## config.mk

```make
export PLATFORM = sky130hd
export DESIGN_NAME = r2nv_csc
export DESIGN_NICKNAME = d
export VERILOG_FILES = /design/src/rtl/r2nv_pkg.sv /design/src/rtl/r2nv_csc.sv
export SDC_FILE = /design/constraint.sdc
export NUM_CORES = 1
export LEC_CHECK = 0
export BUFFER_PORTS_ARGS = -buffer_cell sky130_fd_sc_hd__buf_2
export CELL_PAD_IN_SITES_DETAIL_PLACEMENT = 0
export CELL_PAD_IN_SITES_GLOBAL_PLACEMENT = 2
export CORE_UTILIZATION = 45
export DETAILED_ROUTE_END_ITERATION = 8
export PLACE_DENSITY_LB_ADDON = 0.1
export SLEW_MARGIN = 10
export SYNTH_ARGS = -nofsm -noshare
export SYNTH_HDL_FRONTEND = slang
export SYNTH_SLANG_ARGS = --single-unit
```

## constraint.sdc

```tcl
create_clock -name aclk -period 10.26 [get_ports aclk]
set_clock_uncertainty 0.15 [all_clocks]
set_input_delay 1.026 -clock aclk [delete_from_list [all_inputs] [get_ports aclk]]
set_output_delay 1.026 -clock aclk [all_outputs]
set_load 0.01 [all_outputs]
```

## src/rtl/r2nv_pkg.sv

```systemverilog
`default_nettype none
// ============================================================================
// r2nv_pkg: shared types and constants for the RGB to NV12 converter
// Holds the payload structs, the register reset value and the BT.601
// coefficients used by the color conversion stage.
// ============================================================================
package r2nv_pkg;

    localparam int CFG_W             = 11;
    localparam int MAX_PAIRS_DEFAULT = 1024;
    localparam logic [CFG_W-1:0] PAIRS_RESET = 11'd320;

    // Width of one chroma term and of a pair sum.
    localparam int TERM_W = 8;
    localparam int PAIR_W = TERM_W + 1;

    // BT.601 coefficients, magnitudes only; signs are applied in the datapath.
    localparam logic [7:0] Y_R  = 8'd66;
    localparam logic [7:0] Y_G  = 8'd129;
    localparam logic [7:0] Y_B  = 8'd25;
    localparam logic [7:0] CB_R = 8'd38;
    localparam logic [7:0] CB_G = 8'd74;
    localparam logic [7:0] CB_B = 8'd112;
    localparam logic [7:0] CR_R = 8'd112;
    localparam logic [7:0] CR_G = 8'd94;
    localparam logic [7:0] CR_B = 8'd18;
    localparam logic [16:0] ROUND_BIAS  = 17'd128;
    // Offset of 128 * 256 keeps the chroma sums nonnegative before the shift.
    localparam logic [16:0] CHROMA_OFFS = 17'd32768;
    localparam logic [7:0]  LUMA_OFFS   = 8'd16;

    typedef struct packed {
        logic [7:0] red;
        logic [7:0] green;
        logic [7:0] blue;
        logic       start_of_frame;
    } pixel_in_t;

    typedef struct packed {
        logic [7:0] luma;
        logic       chroma_valid;
        logic [7:0] cb;
        logic [7:0] cr;
    } pixel_out_t;

    // Per-pixel position flags that travel down the pipeline.
    typedef struct packed {
        logic second;  // second pixel of a pair
        logic bottom;  // bottom row of a row pair
    } pix_ctrl_t;

    typedef struct packed {
        logic [7:0]        luma;
        logic [TERM_W-1:0] cb;
        logic [TERM_W-1:0] cr;
    } term_t;

endpackage : r2nv_pkg
`default_nettype wire

```

## src/rtl/r2nv_csc.sv

```systemverilog
`default_nettype none
// ============================================================================
// r2nv_csc: BT.601 color conversion stage
// Computes luma and the per-pixel Cb and Cr terms from one RGB pixel and
// registers them.
// ============================================================================
module r2nv_csc
    import r2nv_pkg::*;
(
    input  wire logic       aclk,
    input  wire logic       load,
    input  wire logic [7:0] red,
    input  wire logic [7:0] green,
    input  wire logic [7:0] blue,
    output term_t           terms
);

    logic [16:0] y_sum;
    logic [16:0] cb_sum;
    logic [16:0] cr_sum;
    term_t       terms_next;

    // The chroma sums stay within 0..65535 thanks to the offset, so modular
    // arithmetic on 17 bits gives the exact value.
    always_comb begin
        y_sum  = 17'(Y_R) * 17'(red) + 17'(Y_G) * 17'(green)
                 + 17'(Y_B) * 17'(blue) + ROUND_BIAS;
        cb_sum = 17'(CB_B) * 17'(blue) + ROUND_BIAS + CHROMA_OFFS
                 - 17'(CB_R) * 17'(red) - 17'(CB_G) * 17'(green);
        cr_sum = 17'(CR_R) * 17'(red) + ROUND_BIAS + CHROMA_OFFS
                 - 17'(CR_G) * 17'(green) - 17'(CR_B) * 17'(blue);
        terms_next.luma = y_sum[15:8] + LUMA_OFFS;
        terms_next.cb   = cb_sum[15:8];
        terms_next.cr   = cr_sum[15:8];
    end

    always_ff @(posedge aclk) begin
        if (load) begin
            terms <= terms_next;
        end
    end

endmodule : r2nv_csc
`default_nettype wire

```

==> key figures <==
Run status
  – Status: finished, final reports clean

Yosys
  – Compound-Gate Fraction of Synth Area: 10.37%
  – Synthesized cell area: 7819 um^2
  – Syn nets: 1143
  – Post-Synth Simple-Gate Area: 6.145%
  – Ys Warns: 0
  – Ys flop type: edfxtp_1
  – Yosys reg bits: 24
  – Largest family of logic cells by synthesized area: adder cells
  – Syn Area/Cell: 9.725 um^2
  – Sequential share of the synthesized area: 9.217%
  – Post-synthesis mux area share: 0%
  – Fraction of registers with async set/reset: 0%
  – Post-synth cell types: 49
  – Synth Area in XOR/XNOR: 6.833%
  – Cells after synthesis: 804
  – Adder-cell share of the synthesized area: 58.44%
  – Post-synth EDFFs: 24

Route
  – Routed wire length: 16.94 mm
  – Per-cell routed wire length: 15.72 um
  – Post-DRT Antenna Nets: 0
  – DRT iter0 DRCs: approximately 140
  – DR DRC count: 0
  – Via count: 5497
  – Drt pass-1 iters: 4
  – Via density: 5.104

Setup path
  – Critical path class: in -> reg
  – Crit Path Max Fanout: 8
  – CP Data Arrival Time: 6.52 ns
  – Crit. End Element: flop
  – Worst Path Required: 10.13 ns
  – Crit path launch type: input port

Clock tree
  – CTS sink cnt: 24
  – TritonCTS clock tree: yes
  – Cts bufs inserted: 3
  – Hold Buf Count CTS: 0
  – Postcts setup bufs: 0
  – Root Driver: clkbuf_16
  – Clock buffer depth: 2
  – Number of gates resized after cts: 0
  – Worst-path clk slew: roughly 0.08 ns
  – CTS HTree Levels: 1

Job
  – Max_cap viols: 0

Floorplanning
  – Die Y-Extent: approximately 130 um
  – Ports: 50
  – Row count: 47
  – Die area: about 18000 um^2
  – Initial Utilization: 46.65%
  – Die X: ~130 um
  – Core area: 16760 um^2

Power and ir drop
  – Pint: between 1000 and 1500 uW
  – Sequential Power Share: 11.0%
  – P_sw: 1357 uW
  – Maximum VDD drop: 0.4100 mV
  – Switching part of the total power: a little under half
  – Comb pwr share: 84.6%
  – Pwr Density: approximately 340 nW/um^2
  – Clock Power Share: under 10%
  – P_leak: 0.004550 uW

Timing
  – Worst slew pin tran: roughly 0.7 ns
  – Final setup vio count: 0
  – Max-slew headroom: 54.13%
  – Fmax: 0.1505 GHz
  – Final period util: 64.75%
  – RSZ-0062 raised after global routing: no
  – Crit path time final: 6.643 ns
  – Final Max Tran Viols: 0
  – Final hold vios: 0
  – Setup_tns: 0 ns

Finish
  – Fin cells: 1077
  – Antenna cells: 0
  – Largest register FFs: 24
  – Commonest non-fill, non-tap cell in the layout: ha_1
  – Biggest regs: terms: 24 flops
  – Nets: roughly 1200
  – Area Growth Syn to Fin: 8.001%
  – Top reg by flops: terms
  – Most frequent cells in the layout: 226 x ha_1, 183 x inv_1, 87 x fa_1
  – Layout cells sized above 1: 7.235%

Place
  – Dpl cells: 1073
  – PortBufs: 49
  – RePlAce Congestion: between 0.8 and 0.9
  – DPL Wire Length: 14.84 mm

Global routing
  – Grt total ovfl: 0
  – Largest net degree at the start of global routing: 25
  – First-pass GRT wire length: ~28 mm
  – Initial antenna violation count: 0
  – Vias in the first global route: 5816
  – GRT Overall Usage: between 20% and 30%

Hold path
  – Min-delay worst type: in -> reg
## synthesized netlist by cell type (2+ instances only)
cell type,count,area share (%)
fa_1,87,22
ha_1,226,36
nand2b_1,3,0.24
a21oi_1,47,3.0
o21a_1,4,0.38
nor3_1,5,0.32
or3_1,4,0.32
a21boi_1,2,0.19
inv_1,183,8.8
nand4_1,5,0.40
and2_1,5,0.40
or4_1,3,0.29
nor4_1,6,0.48
and3b_1,2,0.22
or2_1,2,0.16
o21ai_1,19,1.2
o2111ai_1,3,0.34
edfxtp_1,24,9.2
a21o_1,16,1.5
xor2_1,13,1.5
a31oi_1,4,0.32
xnor2_1,48,5.4
a2111oi_0,2,0.22
o21bai_1,11,1.1
o21ai_0,4,0.26
nand2_1,15,0.72
and3_1,3,0.24
nor2_1,21,1.0
nand3_1,7,0.45
nor2b_1,7,0.56
o211ai_1,3,0.29
inv_2,3,0.14
## path summary, 6_finish.rpt
check                  start             endpoint  slack [ns]  cells past startpoint
worst max-delay path  red[2]  terms[23]$_DFFE_PP_        3.62                     21
worst min-delay path    load   terms[6]$_DFFE_PP_        1.17                      1
## area by class of cell
type,count,area (um^2)
flip-flops and latches,24,720.7
well taps,220,275.3
clock buffers,3,75.07
fillers,1621,8315
multi-input cells,593,6395
repair buffers,49,245.2
inverters,187,703.2
clock inverters,1,30.03
## power groups by stage
stage,combinational (uW),clock (uW),sequential (uW)
after floorplan,1860,0,347
after global placement,2360,0,315
after detailed placement,2400,0,315
after CTS,2420,129,314
after global routing,2770,129,319
final,2390,124,313
## critical path, stage by stage
cell and delay, ns:
buf_2 0.24, ha_1 0.28, ha_1 0.30, ha_1 0.28
inv_1 0.04, fa_1 0.47, inv_1 0.04, ha_1 0.30
fa_1 0.48, fa_1 0.54, inv_1 0.05, fa_1 0.52
inv_1 0.04, ha_1 0.36, nand4_1 0.12, nor4_1 0.48
o2111ai_1 0.19, o311a_1 0.18, or3_1 0.35, o311ai_1 0.09
xnor2_1 0.11
## through the flow
step / total power [uW] / setup WS [ns] / utilization [%] / hold WS [ns] / area, um^2
floorplan: 2208 / 3.875 / - / 0.9885 / 7819
global placement: 2680 / 3.469 / 49.76 / 1.287 / 8339
detailed placement: 2712 / 3.397 / 49.76 / 1.286 / 8339
CTS: 2867 / 3.698 / 50.38 / 1.179 / 8444
global route: 3219 / 3.417 / 50.38 / 1.188 / 8444
finish: 2830 / 3.617 / 50.38 / 1.172 / 8444
## routing by layer
layer / vias to the layer above / GRT usage, % / part of all wire, %
li1: 2816 / - / -
met1: 2605 / 26.79 / 48
met2: 65 / 37.22 / 50
met3: 11 / 1.587 / 1.8
met4: 0 / 2.715 / 0.67
met5: - / 0 / 0
## kinds of logic (layout without fill, tap and decap cells)
group                    after synthesis  count (layout)
AO/OA/AOI/OAI                        128             128
XOR/XNOR                              61              61
adder cells (fa/ha/maj)              313             313
buffers and inverters                187             240
flip-flops                            24              24
AND/OR/NAND/NOR                       91              91
(Power assumes the default switching activity.)
