$ cat src/rtl/r2nv_pkg.sv
`default_nettype none
// ============================================================================
// r2nv_pkg: shared types and constants for the RGB to NV12 converter
// Holds the payload structs, the register reset value and the BT.601
// coefficients used by the color conversion stage.
// ============================================================================
package r2nv_pkg;

    localparam int CFG_W             = 11;
    localparam int MAX_PAIRS_DEFAULT = 1024;
    localparam logic [CFG_W-1:0] PAIRS_RESET = 11'd320;

    // Width of one chroma term and of a pair sum.
    localparam int TERM_W = 8;
    localparam int PAIR_W = TERM_W + 1;

    // BT.601 coefficients, magnitudes only; signs are applied in the datapath.
    localparam logic [7:0] Y_R  = 8'd66;
    localparam logic [7:0] Y_G  = 8'd129;
    localparam logic [7:0] Y_B  = 8'd25;
    localparam logic [7:0] CB_R = 8'd38;
    localparam logic [7:0] CB_G = 8'd74;
    localparam logic [7:0] CB_B = 8'd112;
    localparam logic [7:0] CR_R = 8'd112;
    localparam logic [7:0] CR_G = 8'd94;
    localparam logic [7:0] CR_B = 8'd18;
    localparam logic [16:0] ROUND_BIAS  = 17'd128;
    // Offset of 128 * 256 keeps the chroma sums nonnegative before the shift.
    localparam logic [16:0] CHROMA_OFFS = 17'd32768;
    localparam logic [7:0]  LUMA_OFFS   = 8'd16;

    typedef struct packed {
        logic [7:0] red;
        logic [7:0] green;
        logic [7:0] blue;
        logic       start_of_frame;
    } pixel_in_t;

    typedef struct packed {
        logic [7:0] luma;
        logic       chroma_valid;
        logic [7:0] cb;
        logic [7:0] cr;
    } pixel_out_t;

    // Per-pixel position flags that travel down the pipeline.
    typedef struct packed {
        logic second;  // second pixel of a pair
        logic bottom;  // bottom row of a row pair
    } pix_ctrl_t;

    typedef struct packed {
        logic [7:0]        luma;
        logic [TERM_W-1:0] cb;
        logic [TERM_W-1:0] cr;
    } term_t;

endpackage : r2nv_pkg
`default_nettype wire

$ cat src/rtl/r2nv_seq.sv
`default_nettype none
// ============================================================================
// r2nv_seq: raster position sequencer
// Tracks pair column, pixel phase and row parity, and labels each accepted
// pixel with its position in the 2x2 block.
// ============================================================================
module r2nv_seq
    import r2nv_pkg::*;
#(
    parameter int MAX_PAIRS = MAX_PAIRS_DEFAULT,
    parameter int ADDR_W    = (MAX_PAIRS > 1) ? $clog2(MAX_PAIRS) : 1
) (
    input  wire logic              aclk,
    input  wire logic              aresetn,
    input  wire logic              accept,
    input  wire logic              sof,
    input  wire logic [CFG_W-1:0]  pairs_per_line,
    output pix_ctrl_t              ctrl,
    output logic      [ADDR_W-1:0] col
);

    localparam int CMP_W = (ADDR_W + 2 > CFG_W) ? ADDR_W + 2 : CFG_W;
    localparam logic [CMP_W-1:0] MAX_EXT = CMP_W'(MAX_PAIRS);

    logic [ADDR_W-1:0] col_reg, col_next;
    logic              phase_reg, phase_next;
    logic              bottom_reg, bottom_next;
    logic [CMP_W-1:0]  pairs_ext;
    logic [CMP_W-1:0]  eff_pairs;
    logic              line_end;

    // Start of frame clears the position before the pixel is labeled.
    always_comb begin
        ctrl.second = sof ? 1'b0 : phase_reg;
        ctrl.bottom = sof ? 1'b0 : bottom_reg;
        col         = sof ? '0 : col_reg;
    end

    always_comb begin
        pairs_ext = CMP_W'(pairs_per_line);
        if (pairs_ext == '0) begin
            eff_pairs = CMP_W'(1);
        end else if (pairs_ext > MAX_EXT) begin
            eff_pairs = MAX_EXT;
        end else begin
            eff_pairs = pairs_ext;
        end
        line_end = (CMP_W'(col) + CMP_W'(1)) >= eff_pairs;
    end

    always_comb begin
        col_next    = col_reg;
        phase_next  = phase_reg;
        bottom_next = bottom_reg;
        if (accept) begin
            if (!ctrl.second) begin
                col_next    = col;
                phase_next  = 1'b1;
                bottom_next = ctrl.bottom;
            end else begin
                phase_next = 1'b0;
                if (line_end) begin
                    col_next    = '0;
                    bottom_next = !ctrl.bottom;
                end else begin
                    col_next    = col + ADDR_W'(1);
                    bottom_next = ctrl.bottom;
                end
            end
        end
    end

    always_ff @(posedge aclk) begin
        if (!aresetn) begin
            col_reg    <= '0;
            phase_reg  <= 1'b0;
            bottom_reg <= 1'b0;
        end else begin
            col_reg    <= col_next;
            phase_reg  <= phase_next;
            bottom_reg <= bottom_next;
        end
    end

endmodule : r2nv_seq
`default_nettype wire

$ cat config.mk
export PLATFORM = sky130hd
export DESIGN_NAME = r2nv_seq
export DESIGN_NICKNAME = d
export VERILOG_FILES = /design/src/rtl/r2nv_pkg.sv /design/src/rtl/r2nv_seq.sv
export SDC_FILE = /design/constraint.sdc
export NUM_CORES = 1
export LEC_CHECK = 0
export BUFFER_PORTS_ARGS = -buffer_cell sky130_fd_sc_hd__buf_4
export CAP_MARGIN = 20
export CORE_AREA = 2 2 54 56
export CTS_CLUSTER_SIZE = 16
export DETAILED_ROUTE_END_ITERATION = 16
export DIE_AREA = 0 0 56 58
export GPL_TIMING_DRIVEN = 1
export PLACE_DENSITY = 0.78
export SYNTH_ARGS = -nofsm -noshare
export SYNTH_HDL_FRONTEND = slang
export SYNTH_SLANG_ARGS = --single-unit
$ cat constraint.sdc
create_clock -name aclk -period 2.6 [get_ports aclk]
set_input_delay 0.13 -clock aclk [delete_from_list [all_inputs] [get_ports aclk]]
set_output_delay 0.13 -clock aclk [all_outputs]
set_load 0.05 [all_outputs]
==> metrics.md <==
| Metric | Value |
|---|---|
| Arrival time at the worst endpoint | 2670 ps |
| Top-Level Pins | 27 |
| Levels on crit path | 11 |
| Global-route wire length before repair | 5130 um |
| DR pass1 iterations | 6 |
| Total Wirelength | 3390 um |
| Root buffer cell | clkbuf_4 |
| Final core utilization | 63.4% |
| Worst setup EP type | register |
| First DRT Iteration DRCs | 63 |
| Largest net degree at the start of global routing | 27 |
| Post-DP Area | 1510 um^2 |
| Min-Delay Path Class | in -> reg |
| # clock sinks | 12 |
| Die H | 58 um |
| Clock-pin slew on the worst setup and hold paths | 80 ps |
| Worst-path fanout max | 5 |
| Vias in the first global route | 1135 |
| Post-route cell area | 1690 um^2 |
| # rows | 19 |
| Post-detail-place hpwl | 2460 um |
| Startpoint types | register |
| Power Density | 297 nW/um^2 |
| Clock Skew | 4.81 ps |
| Distinct cells, synth | 37 |
| Slew Viols, Final | 0 |
| Worst Path Required | 2780 ps |
| Initial antenna violation count | 0 |
| Hold path cells | 3 |
| Vias | 1296 |
| Residual DRC count | 0 |
| Final setup vio count | 0 |
| Die width | 56 um |
| Clock buffer depth | 2 |
| Tcrit/Tclk final | 95.9% |
| Wire length per cell | 15.0 um |
| Core ar. | 2660 um^2 |
| CTS Buf Count | 3 |
| Top cells by count, synth | nand2_1, nor2_1, o21ai_0, dfxtp_1, ha_1 |
| Slowest Stage Delay on Critical Path | 400 ps |
| Share of layout cells above drive strength 1 | 36.9% |
| Top area cells in the synthesized netlist | dfxtp_1, ha_1, nand2_1, o21ai_0, nor2_1 |
| EDFF count, synth | 0 |
| Gr ovfl total | 0 |
| Top-count cell post-synth | nand2_1 |
| Most used DFF post-synth | dfxtp_1 |
| Die area | 3250 um^2 |
| # H-tree levels | 1 |
| Top cell by count, worst path | ha_4 |
| Post-CTS Hold Fix Bufs | 0 |
| Final hold slack | 181 ps |
| Synthesized instance count | 159 |
| Post-Syn Area | 1210 um^2 |
| Placed Cells | 216 |
| Worst setup path startpoint | col_reg[0] |
| Largest register FFs | 10 |
| Outcome | finished clean |
| Cells along the critical path | nor2b_4, ha_4, nand2_2, nor3_4, xnor2_2, ha_4, nand3_4, nor4_4, o31ai_4, a41oi_1, nor2_1 |
| VDD IR-drop max | 244 uV |
| # diodes | 0 |
| TNS Setup | 0 ps |
| Slowest cell on crit path | nor4_4 |
| Crit Reg-Reg Startpoint | col_reg[0] |
| Post-route minimum period | 2490 ps |
| Non-filler cells, final | 226 |
| Remaining antenna violation count | 0 |
| Hold Fails Final Rpt | 0 |
| Crit path max-delay family | simple AND/OR/NAND/NOR gates |
| Net count after synthesis | 186 |
| Layout area overhead | 39.8% |
| Placer Congestion | 0.887 |
| Overall Global Routing Usage | 20.0% |
| Yosys warns | 0 |
| Final nets | 224 |
| Synthesized area per cell | 7.59 um^2 |
| CTS tree | yes |
| Async S/R FF share, synth | 0% |
| Buffers and inverters on the worst path | 0 |
| Hold path start | aresetn |
| Worst-Skew Late Latency | 280 ps |
| Synth area leader | dfxtp_1 |
| Max Freq | 0.401 GHz |
| Register area share after synthesis | 19.9% |
| Actual slew at the worst max-slew pin | 509 ps |
| Share of the synthesized area in the top cell type | 19.9% |
| Pleak | 0.750 nW |
| Port Buffer Count | 26 |
| Routed vias/inst | 5.73 |
| Flops & latches, synth | 12 |
| WS Path Type | reg -> reg |
| MaxCap Viol Count | 0 |
| Starting Density | 45.3% |
| Rel. slew slack | 66.1% |
| Worst R2R Path Depth | 11 |
metrics by stage:
step	power [mW]	worst slack (ps)
global placement	0.358	98.3
global route	0.529	-58.4
CTS	0.483	23.2
finish	0.502	105
detailed placement	0.364	60.0
floorplan	0.310	5.17
repair_timing:
| item | 4_1_cts | 5_1_grt |
|---|---|---|
| buffers inserted | 0 | 6 |
| setup endpoints to repair | 0 | 11 |
| gates resized for setup | 0 | 18 |
final timing paths:
path | endpoint | slack, ps
worst max-delay path | col_reg[5] | 110
worst min-delay path | col_reg[3] | 180
worst max register to register | col_reg[5] | 110
worst min register to register | col_reg[0] | 470
power breakdown:
| part | switching [mW] | total, mW | internal [mW] |
|---|---|---|---|
| clock network | 0.0671 | 0.121 | 0.0537 |
| registers | 0.0117 | 0.204 | 0.192 |
| logic | 0.105 | 0.177 | 0.0721 |
final cells by class:
class,instances,area (um^2)
Multi-Input combinational cell,131,1050
Tap cell,31,38.8
Fill cell,233,975
Sequential cell,12,249
Inverter,10,37.5
Clock buffer,3,22.5
Timing Repair Buffer,39,293
cells by family (layout without fill, tap and decap cells):
family | after synthesis | in the layout | synth area share [%]
buf+inv | 17 | 52 | 5.39
fa+ha+maj | 12 | 12 | 12.4
simple gates | 71 | 71 | 34.2
flops | 12 | 12 | 19.9
xor+xnor | 8 | 8 | 5.80
compound gates | 39 | 40 | 22.3
layout by cell type (no fill, tap or decap), drive strengths merged, types with 6 or more instances in the layout:
cell type  instances
a21oi              6
buf               39
dfxtp             12
ha                12
inv                9
nand2             21
nand2b             6
nand3              9
nor2              15
nor2b              6
o21ai             14
xnor2              6
worst reg2reg max path: cells and delay by family, from the launching register on:
kind / cells / cell delay (ps)
compound gates: 2 / 440
xor+xnor: 1 / 130
fa+ha+maj: 2 / 470
flops: 1 / 370
simple gates: 6 / 990
per-layer routing:
layer	GRT usage, %	up-vias	wire length [um]
met5	0	-	0
met1	25.2	589	1410
met3	4.46	11	190
met4	6.46	0	70
li1	-	654	-
met2	33.9	42	1720
Power figures use the tool's default switching activity.
